==> src/hw/rtl/mted_pkg.sv <==
// mted_pkg: shared types, constants and helpers for the threshold event duration block
// no dependencies
package mted_pkg;

    localparam int SAMPLE_W   = 16;
    localparam int CNT_W      = 13;
    localparam int PCT_W      = 7;
    localparam int CFG_IDX_W  = 2;
    localparam int CFG_DATA_W = 16;
    localparam int PROD_W     = CNT_W + PCT_W;
    localparam int S_TDATA_W  = 16;
    localparam int M_TDATA_W  = 16;

    localparam logic [CNT_W-1:0] CNT_MAX = {CNT_W{1'b1}};

    localparam logic signed [SAMPLE_W-1:0] CUT_LINE_RST   = -16'sd256;
    localparam logic signed [SAMPLE_W-1:0] UNDEF_CODE_RST = -16'sd32768;
    localparam logic [PCT_W-1:0]           MIN_PCT_RST    = '0;

    typedef enum logic [CFG_IDX_W-1:0] {
        CFG_CUT_LINE  = 2'd0,
        CFG_UNDEF     = 2'd1,
        CFG_MIN_PCT   = 2'd2,
        CFG_UNUSED    = 2'd3
    } cfg_idx_t;

    typedef enum logic [1:0] {
        ST_VALUE        = 2'd0,
        ST_INSUFFICIENT = 2'd1,
        ST_NO_EVENT     = 2'd2,
        ST_BAD_CONFIG   = 2'd3
    } status_t;

    typedef struct packed {
        logic [CNT_W-1:0] run_length;
        logic             in_run;
        logic             crossed;
        logic [CNT_W-1:0] event_count;
        logic [CNT_W-1:0] valid_count;
        logic [CNT_W-1:0] sample_count;
        logic [CNT_W-1:0] best_length;
    } series_t;

    function automatic logic [CNT_W-1:0] sat_inc(input logic [CNT_W-1:0] c);
        return (c == CNT_MAX) ? c : c + {{(CNT_W-1){1'b0}}, 1'b1};
    endfunction

    // x * 100 as shifts and adds
    function automatic logic [PROD_W-1:0] times_100(input logic [CNT_W-1:0] c);
        logic [PROD_W-1:0] w;
        w = PROD_W'(c);
        return (w << 6) + (w << 5) + (w << 2);
    endfunction

endpackage

==> src/hw/rtl/max_threshold_event_duration_top.sv <==
// max_threshold_event_duration_top: longest threshold-crossing run over a sample series
// depends on mted_pkg
//
// usage:
//   s_ channel carries one signed q8.8 sample per word in s_tdata, s_tlast marks the
//   final sample of a series. every word updates run length, event, valid and sample
//   counters; words equal to the undefined code only advance the sample count.
//   on the word with s_tlast one result word leaves on the m_ channel: duration in
//   m_tdata[12:0], status in m_tdata[14:13] (value, insufficient data, no event,
//   cut line zero). all series state then clears for the next series.
//   a word is first captured in the input register; when it is processed, a last word
//   loads its result into the result register, which drives m_tdata.
//   throughput: one word per cycle unless a last word waits on a held result; the
//   input register and the result register let a new word enter while a result waits.
//   when the receiver stalls with a result held, a further last word waits in the
//   input register and s_tready drops; non-last words keep flowing.
//   reset (aresetn low, synchronous) clears all series state and loads the default
//   registers: cut line -1.0, undefined code -32768, min valid percent 0.
//   configuration writes via cfg_wr_en/cfg_index/cfg_wdata take effect at the next edge.
module max_threshold_event_duration_top (
    input  logic                              aclk,
    input  logic                              aresetn,
    input  logic                              s_tvalid,
    output logic                              s_tready,
    input  logic [mted_pkg::S_TDATA_W-1:0]    s_tdata,   // sample[15:0]
    input  logic                              s_tlast,
    output logic                              m_tvalid,
    input  logic                              m_tready,
    output logic [mted_pkg::M_TDATA_W-1:0]    m_tdata,   // duration[12:0], status[14:13], zero[15]
    input  logic                              cfg_wr_en,
    input  logic [mted_pkg::CFG_IDX_W-1:0]    cfg_index,
    input  logic [mted_pkg::CFG_DATA_W-1:0]   cfg_wdata
);
    import mted_pkg::*;

    logic signed [SAMPLE_W-1:0] cut_line_reg;
    logic signed [SAMPLE_W-1:0] undef_code_reg;
    logic [PCT_W-1:0]           min_pct_reg;

    logic                       in_v_reg;
    logic signed [SAMPLE_W-1:0] in_sample_reg;
    logic                       in_last_reg;

    series_t                    ser_reg, ser_next;

    logic                       m_v_reg;
    logic [CNT_W-1:0]           m_duration_reg, m_duration_next;
    status_t                    m_status_reg, m_status_next;

    logic                       fire;

    assign fire     = in_v_reg && (!in_last_reg || !m_v_reg || m_tready);
    assign s_tready = !in_v_reg || fire;
    assign m_tvalid = m_v_reg;
    assign m_tdata  = {1'b0, m_status_reg, m_duration_reg};

    // configuration registers
    always_ff @(posedge aclk) begin
        if (!aresetn) begin
            cut_line_reg   <= CUT_LINE_RST;
            undef_code_reg <= UNDEF_CODE_RST;
            min_pct_reg    <= MIN_PCT_RST;
        end else if (cfg_wr_en) begin
            unique case (cfg_idx_t'(cfg_index))
                CFG_CUT_LINE: cut_line_reg   <= cfg_wdata[SAMPLE_W-1:0];
                CFG_UNDEF:    undef_code_reg <= cfg_wdata[SAMPLE_W-1:0];
                CFG_MIN_PCT:  min_pct_reg    <= cfg_wdata[PCT_W-1:0];
                CFG_UNUSED:   ;
            endcase
        end
    end

    // input register
    always_ff @(posedge aclk) begin
        if (!aresetn) begin
            in_v_reg <= 1'b0;
        end else if (s_tready) begin
            in_v_reg <= s_tvalid;
        end
    end

    always_ff @(posedge aclk) begin
        if (s_tvalid && s_tready) begin
            in_sample_reg <= s_tdata[SAMPLE_W-1:0];
            in_last_reg   <= s_tlast;
        end
    end

    // series update and result
    always_comb begin
        series_t           st;
        logic              valid;
        logic              cut_zero;
        logic              neg;
        logic              join_run;
        logic              reach;
        logic              stop;
        logic [PROD_W-1:0] valid_x100;
        logic [PROD_W-1:0] pct_x_count;

        st       = ser_reg;
        valid    = (in_sample_reg != undef_code_reg);
        cut_zero = (cut_line_reg == '0);
        neg      = cut_line_reg[SAMPLE_W-1];
        join_run = neg ? (in_sample_reg <= 0) : (in_sample_reg >= 0);
        reach    = neg ? (in_sample_reg <= cut_line_reg) : (in_sample_reg >= cut_line_reg);
        stop     = neg ? (in_sample_reg >= 0) : (in_sample_reg <= 0);

        st.sample_count = sat_inc(st.sample_count);
        if (valid) begin
            if (!cut_zero) begin
                if (join_run) begin
                    st.in_run = 1'b1;
                    if (reach && !st.crossed) begin
                        st.crossed     = 1'b1;
                        st.event_count = sat_inc(st.event_count);
                    end
                    st.run_length = sat_inc(st.run_length);
                end
                if (stop && st.in_run) begin
                    if (st.crossed && st.run_length > st.best_length) begin
                        st.best_length = st.run_length;
                    end
                    st.in_run     = 1'b0;
                    st.crossed    = 1'b0;
                    st.run_length = '0;
                end
            end
            st.valid_count = sat_inc(st.valid_count);
        end

        if (!cut_zero && st.in_run && st.crossed && st.run_length > st.best_length) begin
            st.best_length = st.run_length;
        end

        valid_x100  = times_100(st.valid_count);
        pct_x_count = PROD_W'(min_pct_reg) * PROD_W'(st.sample_count);

        m_duration_next = '0;
        priority if (cut_zero) begin
            m_status_next = ST_BAD_CONFIG;
        end else if (valid_x100 <= pct_x_count) begin
            m_status_next = ST_INSUFFICIENT;
        end else if (st.event_count == '0) begin
            m_status_next = ST_NO_EVENT;
        end else begin
            m_status_next   = ST_VALUE;
            m_duration_next = st.best_length;
        end

        ser_next = in_last_reg ? '0 : st;
    end

    always_ff @(posedge aclk) begin
        if (!aresetn) begin
            ser_reg <= '0;
        end else if (fire) begin
            ser_reg <= ser_next;
        end
    end

    // result register
    always_ff @(posedge aclk) begin
        if (!aresetn) begin
            m_v_reg <= 1'b0;
        end else if (fire && in_last_reg) begin
            m_v_reg <= 1'b1;
        end else if (m_tready) begin
            m_v_reg <= 1'b0;
        end
    end

    always_ff @(posedge aclk) begin
        if (fire && in_last_reg) begin
            m_duration_reg <= m_duration_next;
            m_status_reg   <= m_status_next;
        end
    end

endmodule

==> config.mk <==
export PLATFORM = sky130hd
export DESIGN_NAME = max_threshold_event_duration_top
export DESIGN_NICKNAME = d
export VERILOG_FILES = /design/src/hw/rtl/mted_pkg.sv /design/src/hw/rtl/max_threshold_event_duration_top.sv
export SDC_FILE = /design/constraint.sdc
export NUM_CORES = 1
export LEC_CHECK = 0
export ABC_AREA = 1
export BUFFER_PORTS_ARGS = -buffer_cell sky130_fd_sc_hd__buf_2
export CAP_MARGIN = 30
export CORE_ASPECT_RATIO = 1.25
export CORE_MARGIN = 1.5
export CORE_UTILIZATION = 40
export DETAILED_ROUTE_END_ITERATION = 6
export PLACE_DENSITY_LB_ADDON = 0.1
export SLEW_MARGIN = 0
export SYNTH_ARGS = -nofsm -noshare
export SYNTH_HDL_FRONTEND = slang
export SYNTH_SLANG_ARGS = --single-unit
==> constraint.sdc <==
create_clock -name aclk -period 7.3 [get_ports aclk]
set_clock_uncertainty 0.15 [all_clocks]
set_input_delay 1.46 -clock aclk [delete_from_list [all_inputs] [get_ports aclk]]
set_output_delay 1.46 -clock aclk [all_outputs]
set_load 0.02 [all_outputs]
======== After elaboration in Yosys (flattened, before gate mapping) ========
Cells that the tools add are included.
word-level totals
  output and inout port bits .............. 18
  word-level logic and storage cells ...... 88
  register bits ........................... 140
cells by class
  multiply operators ...................... 1
  reduce and logical (&&, ||, !) cells .... 26
  $lt $le $gt $ge ......................... 7
  muxes and demuxes ....................... 24
  $add $sub $neg .......................... 6
  equal/unequal tests ..................... 7
operators by type and width
  operator                                              number
  two-way mux 13 bit                                    9
  two-way mux 28 bit                                    4
  two-way mux 67 bit                                    1
  adder 13 x 1 -> 13 bit, second input constant         4
  == test 13 bit, second input constant                 4
  two-way mux 41 bit                                    1
  greater-than comparator 13 bit                        2
  adder 19 x 18 -> 20 bit                               1
  adder 20 x 15 -> 20 bit                               1
  <= comparator 20 bit                                  1
  multiplier 7 x 13 -> 20 bit                           1
  >= comparator 16 x 1 -> 1 bit, second input constant  1
  >= comparator 16 bit                                  1
  <= comparator 16 x 1 -> 1 bit, second input constant  1
  <= comparator 16 bit                                  1
  logical NOT 16 bit                                    1
  inequality test 16 bit                                1
  two-way mux 15 bit                                    1
  two-way mux 14 bit                                    1
  logical NOT 13 bit                                    1
  logical AND 1 bit                                     9
  AND reduction 2 bit                                   3
  logical NOT 1 bit                                     5
  two-way mux 1 bit                                     5
  other kinds (8)                                       11

======== Longest topological paths before layout ========
  depth after elaboration ................. 17
  mapped depth ............................ 41
  gate-level depth less buffers ........... 40

======== Least setup slack after synthesis ========
OpenSTA, ideal clock, no wires.
  path kind ............................... reg2reg
  start point ............................. reg ser_reg[13] (netlist name)
  end point ............................... reg m_duration_reg[10] (data pin)
  cell stages (with the launch flop) ...... 34
  data arrival time ....................... 6.499 ns
  slack ................................... 0.399 ns
  buffers on the path ..................... 1
  library setup time ...................... 0.252 ns
  path through ............................ dfxtp_1 > ha_1 > nand2_1 > nor2_2 > nand2_1 > nor2_1 > nor2_1 > a21oi_1 > nand2_1 > fa_1 > fa_1 > inv_1 > fa_1 > inv_1 > fa_1 > inv_1 > ha_1 > nand2_1 > nor4_1 > a21oi_1 > o21ai_0 > nand4_1 > o211ai_1 > xor2_1 > ha_1 > nand4_1 > inv_1 > nand4_1 > nor3_1 > a2111oi_0 > nor2_1 > nand2_2 > buf_6 > nor2_2
between the ends
  longest elaborated chain between the ends .. 5
  elaborated cells between the ends (all ways) .. 6
  classes of those cells .................. add/sub (1); mul (1); order compare (1); eq/ne (1); mux (1); reduce/logical (1)
ends and longest elaborated chain
  item                                                             RTL line                                 source
  start: declaration                                               max_threshold_event_duration_top.sv:44   series_t ser_reg, ser_next;
  start signal: assignment                                         max_threshold_event_duration_top.sv:158  ser_reg <= ser_next;
  adder 13 x 1 -> 13 bit / == test 13 bit (equally long branches)  mted_pkg.sv:45                           return (c == CNT_MAX) ? c : c + {{(CNT_W-1){1'b0}}, 1'b1};
  two-way mux 13 bit *                                             mted_pkg.sv:45
  multiplier 7 x 13 -> 20 bit *                                    max_threshold_event_duration_top.sv:137  pct_x_count = PROD_W'(min_pct_reg) * PROD_W'(st.sample_count);
  <= comparator 20 bit *                                           max_threshold_event_duration_top.sv:142  end else if (valid_x100 <= pct_x_count) begin
  OR reduction 3 bit (no source line) *                            n/a
  end signal: assignment                                           max_threshold_event_duration_top.sv:175  m_duration_reg <= m_duration_next;
  end: declaration                                                 max_threshold_event_duration_top.sv:47   logic [CNT_W-1:0] m_duration_reg, m_duration_next;
Mark *: on every way between the ends. The rest lies on a longest branch, timed or not.
A chain may end at the register's enable or synchronous reset.

======== Final worst setup path ========
  start point ............................. reg ser_reg[14] (netlist name)
  end point ............................... reg m_status_reg[1] (data pin)
between the ends
  longest elaborated chain between the ends .. 5
  elaborated cells between the ends (all ways) .. 6
  classes of those cells .................. add/sub (1); mul (1); order compare (1); eq/ne (1); mux (2)
ends and longest elaborated chain
  item                                                             RTL line                                 source
  adder 13 x 1 -> 13 bit / == test 13 bit (equally long branches)  mted_pkg.sv:45
  two-way mux 13 bit *                                             mted_pkg.sv:45
  multiplier 7 x 13 -> 20 bit *                                    max_threshold_event_duration_top.sv:137
  <= comparator 20 bit *                                           max_threshold_event_duration_top.sv:142
  two-way mux 2 bit *                                              max_threshold_event_duration_top.sv:142
  end signal: assignment                                           max_threshold_event_duration_top.sv:176  m_status_reg <= m_status_next;
  end: declaration                                                 max_threshold_event_duration_top.sv:48   status_t m_status_reg, m_status_next;
Marks and branches as above.

==> impl_metrics.env <==
export IMPL_design_core_area_sq_mm=0.0295
export IMPL_max_clock_freq_mhz=145
export IMPL_cts_root_buf="clkbuf_16"
export IMPL_irDropWorstVdd_uv=130
export IMPL_area_delta_synth_final_pct=14.7
export IMPL_cpPeakStageDelay_ns=0.54
export IMPL_nets=1953
export IMPL_required_ns=7.33
export IMPL_drt_wl_total_mm=32.7
export IMPL_tritoncts="built"
export IMPL_critical_path_arrival_ns=6.91
export IMPL_synthFlopType="dfxtp_1"
export IMPL_grt_usage=0.219
export IMPL_grt_max_degree=70
export IMPL_cap_viol_max_count=0
export IMPL_post_drt_via_cell_ratio=5.03
export IMPL_ys_warn_count=0
export IMPL_critPathKind="reg -> reg"
export IMPL_gp_congestion=1.03
export IMPL_end_kind="flip-flop"
export IMPL_netlist_instances=1653
export IMPL_yosysUniqueCellTypes=53
export IMPL_cp_top_family="adder cells"
export IMPL_vias=10800
export IMPL_die_area_sq_mm=0.0312
export IMPL_htreeDepth=4
export IMPL_port_buffers=56
export IMPL_drive_above_1_share=0.120
export IMPL_die_h_microns=197
export IMPL_postRouteAntennaNets=0
export IMPL_synth_edf_count=32
export IMPL_post_route_util=0.469
export IMPL_maxSlewViolCount=0
export IMPL_status="completed"
export IMPL_dr_pass1_iters=5
export IMPL_fin_crit_ns=6.88
export IMPL_antenna_cells=0
export IMPL_wl_per_cell_microns=15.3
export IMPL_whs_ns=0.316
export IMPL_antenna_found_initial=0
export IMPL_ys_seq_area_frac=0.259
export IMPL_critPathLaunchType="flip-flop"
export IMPL_grt_pass1_vias=10600
export IMPL_syn_avg_cell_area_sq_um=7.30
export IMPL_hold_viol=0
export IMPL_ys_ff_latch=140
export IMPL_r2r_slack_ns=0.42
export IMPL_tns_ns=0
export IMPL_max_slew_margin=0.460
export IMPL_min_path_type="reg -> reg"
export IMPL_rows=70
export IMPL_crit_fanout=7
export IMPL_cp_buffers_inverters=4
export IMPL_crit_slowest_cell="fa_1"
export IMPL_dp_hpwl_mm=25.4
export IMPL_cts_hold_buf=0
export IMPL_worstMarginPinSlew_ns=0.810
export IMPL_clock_sinks=140
export IMPL_drc=0
export IMPL_grt_ovfl_total=0
export IMPL_post_place_ws_ns=-0.140
export IMPL_leakagePower_nw=6.46
export IMPL_clock_latency_ns=0.44
export IMPL_synth_nets=1876
export IMPL_cts_clk_slew_worst_paths_ns=0.06
export IMPL_cts_buffers=17
export IMPL_initial_utilization=0.409
export IMPL_drt_iter0_drc=632
export IMPL_die_w_microns=158
export IMPL_setup_viol=0
export IMPL_grt_pass1_wl_mm=53.6
export IMPL_clockBufferDepth=2
export IMPL_syn_area_sq_mm=0.0121
export IMPL_p_per_area_mw_per_mm2=154
export IMPL_io_pins=58
export IMPL_fin_crit_sh=0.942
export IMPL_synthArstFlopShare=0
export IMPL_largest_register_ff_count=67
export IMPL_postLayoutSetupSlackWorst_ns=0.422
==> metal layers <==
metal | wire length, microns | global-route usage | vias to the layer above | part of all wire
li1 | - | - | 5518 | -
met5 | 0 | 0 | - | 0
met4 | 963 | 0.0779 | 0 | 0.029
met1 | 14600 | 0.271 | 5004 | 0.45
met2 | 16200 | 0.386 | 182 | 0.50
met3 | 874 | 0.0305 | 50 | 0.027
==> placed cells by master, fill, tap and decap left out, types with 10 or more instances in the layout <==
cell	n
buf_4	42
clkbuf_16	17
ha_1	115
a21oi_1	140
inv_1	234
nor2_1	157
buf_2	56
o21ai_0	66
edfxtp_1	32
xor2_1	45
nor2_2	14
nand2_1	376
o211ai_1	15
dfxtp_1	102
xnor2_1	18
nand3_1	60
nand2_2	14
nor3_1	10
fa_1	64
nand4_1	40
==> cell usage after synthesis, types with 9 or more instances <==
cell | instances | area (sq um)
nor2_1 | 163 | 612
edfxtp_1 | 32 | 961
nor3_1 | 13 | 65.1
fa_1 | 64 | 1280
dfxtp_1 | 108 | 2160
inv_1 | 237 | 890
xnor2_1 | 18 | 158
clkbuf_1 | 34 | 128
xor2_1 | 45 | 394
a21oi_1 | 146 | 731
clkinv_1 | 9 | 33.8
nand3_1 | 61 | 305
ha_1 | 119 | 1490
nand4_1 | 40 | 250
o211ai_1 | 15 | 113
nand2_1 | 387 | 1450
nor2_2 | 13 | 81.3
o21ai_0 | 70 | 350
==> power by group <==
part / switching [mW] / total, mW / internal (mW)
sequential: 0.0183 / 0.834 / 0.816
combinational: 0.214 / 0.318 / 0.104
clock: 0.377 / 0.987 / 0.610
==> logic make-up (layout without fill, tap and decap cells) <==
kind of cell             Yosys count  in the layout  share of synthesized area
AND/OR/NAND/NOR                  704            705                      0.248
buffers and inverters            291            380                     0.0923
AO/OA/AOI/OAI                    269            269                      0.123
adder cells (fa/ha/maj)          183            183                      0.229
flip-flops                       140            140                      0.259
XOR/XNOR                          64             64                     0.0471
other                              1              1                   0.000311
multiplexers                       1              1                   0.000829
==> path summary, 6_finish.rpt <==
kind | to | cells after the start | startpoint
worst max-delay path | m_status_reg[1] | 30 | ser_reg[14]
worst min-delay path | ser_reg[12] | 2 | ser_reg[12]
worst min register to register | ser_reg[12] | 2 | ser_reg[12]
worst max register to register | m_status_reg[1] | 30 | ser_reg[14]
==> timing repair <==
| item | in CTS | in global routing |
|---|---|---|
| setup endpoints to repair | 14 | 15 |
| pin swaps | 2 | 28 |
| resized for setup | 4 | 53 |
| buffers inserted | 0 | 8 |
| cloned | 1 | 0 |
==> per-stage QoR <==
stage / instance area [sq um] / std cells / total power, mW
after global placement: 12900 / 2098 / 1.15
after global routing: 13900 / 2139 / 2.23
final: 13900 / 2139 / 2.14
after floorplan: 12100 / 1653 / 1.06
after CTS: 13600 / 2131 / 2.15
after detailed placement: 12900 / 2098 / 1.16
==> worst register-to-register path: cells and delay by family (launching register included) <==
kind | cells | cell delay (ns)
buf+inv | 4 | 0.57
fa+ha+maj | 7 | 2.81
compound gates | 4 | 0.81
flops | 1 | 0.32
simple gates | 13 | 1.50
xor+xnor | 2 | 0.47
==> cell type report <==
class,instances,area [sq um]
timing repair buffer,98,596
clock buffer,19,433
clock inverter,13,215
inverter,250,938
tap,396,495
fill,2980,15700
multi-input combinational,1223,8050
sequential,140,3130
No activity file was read; power rests on OpenSTA's default activity.
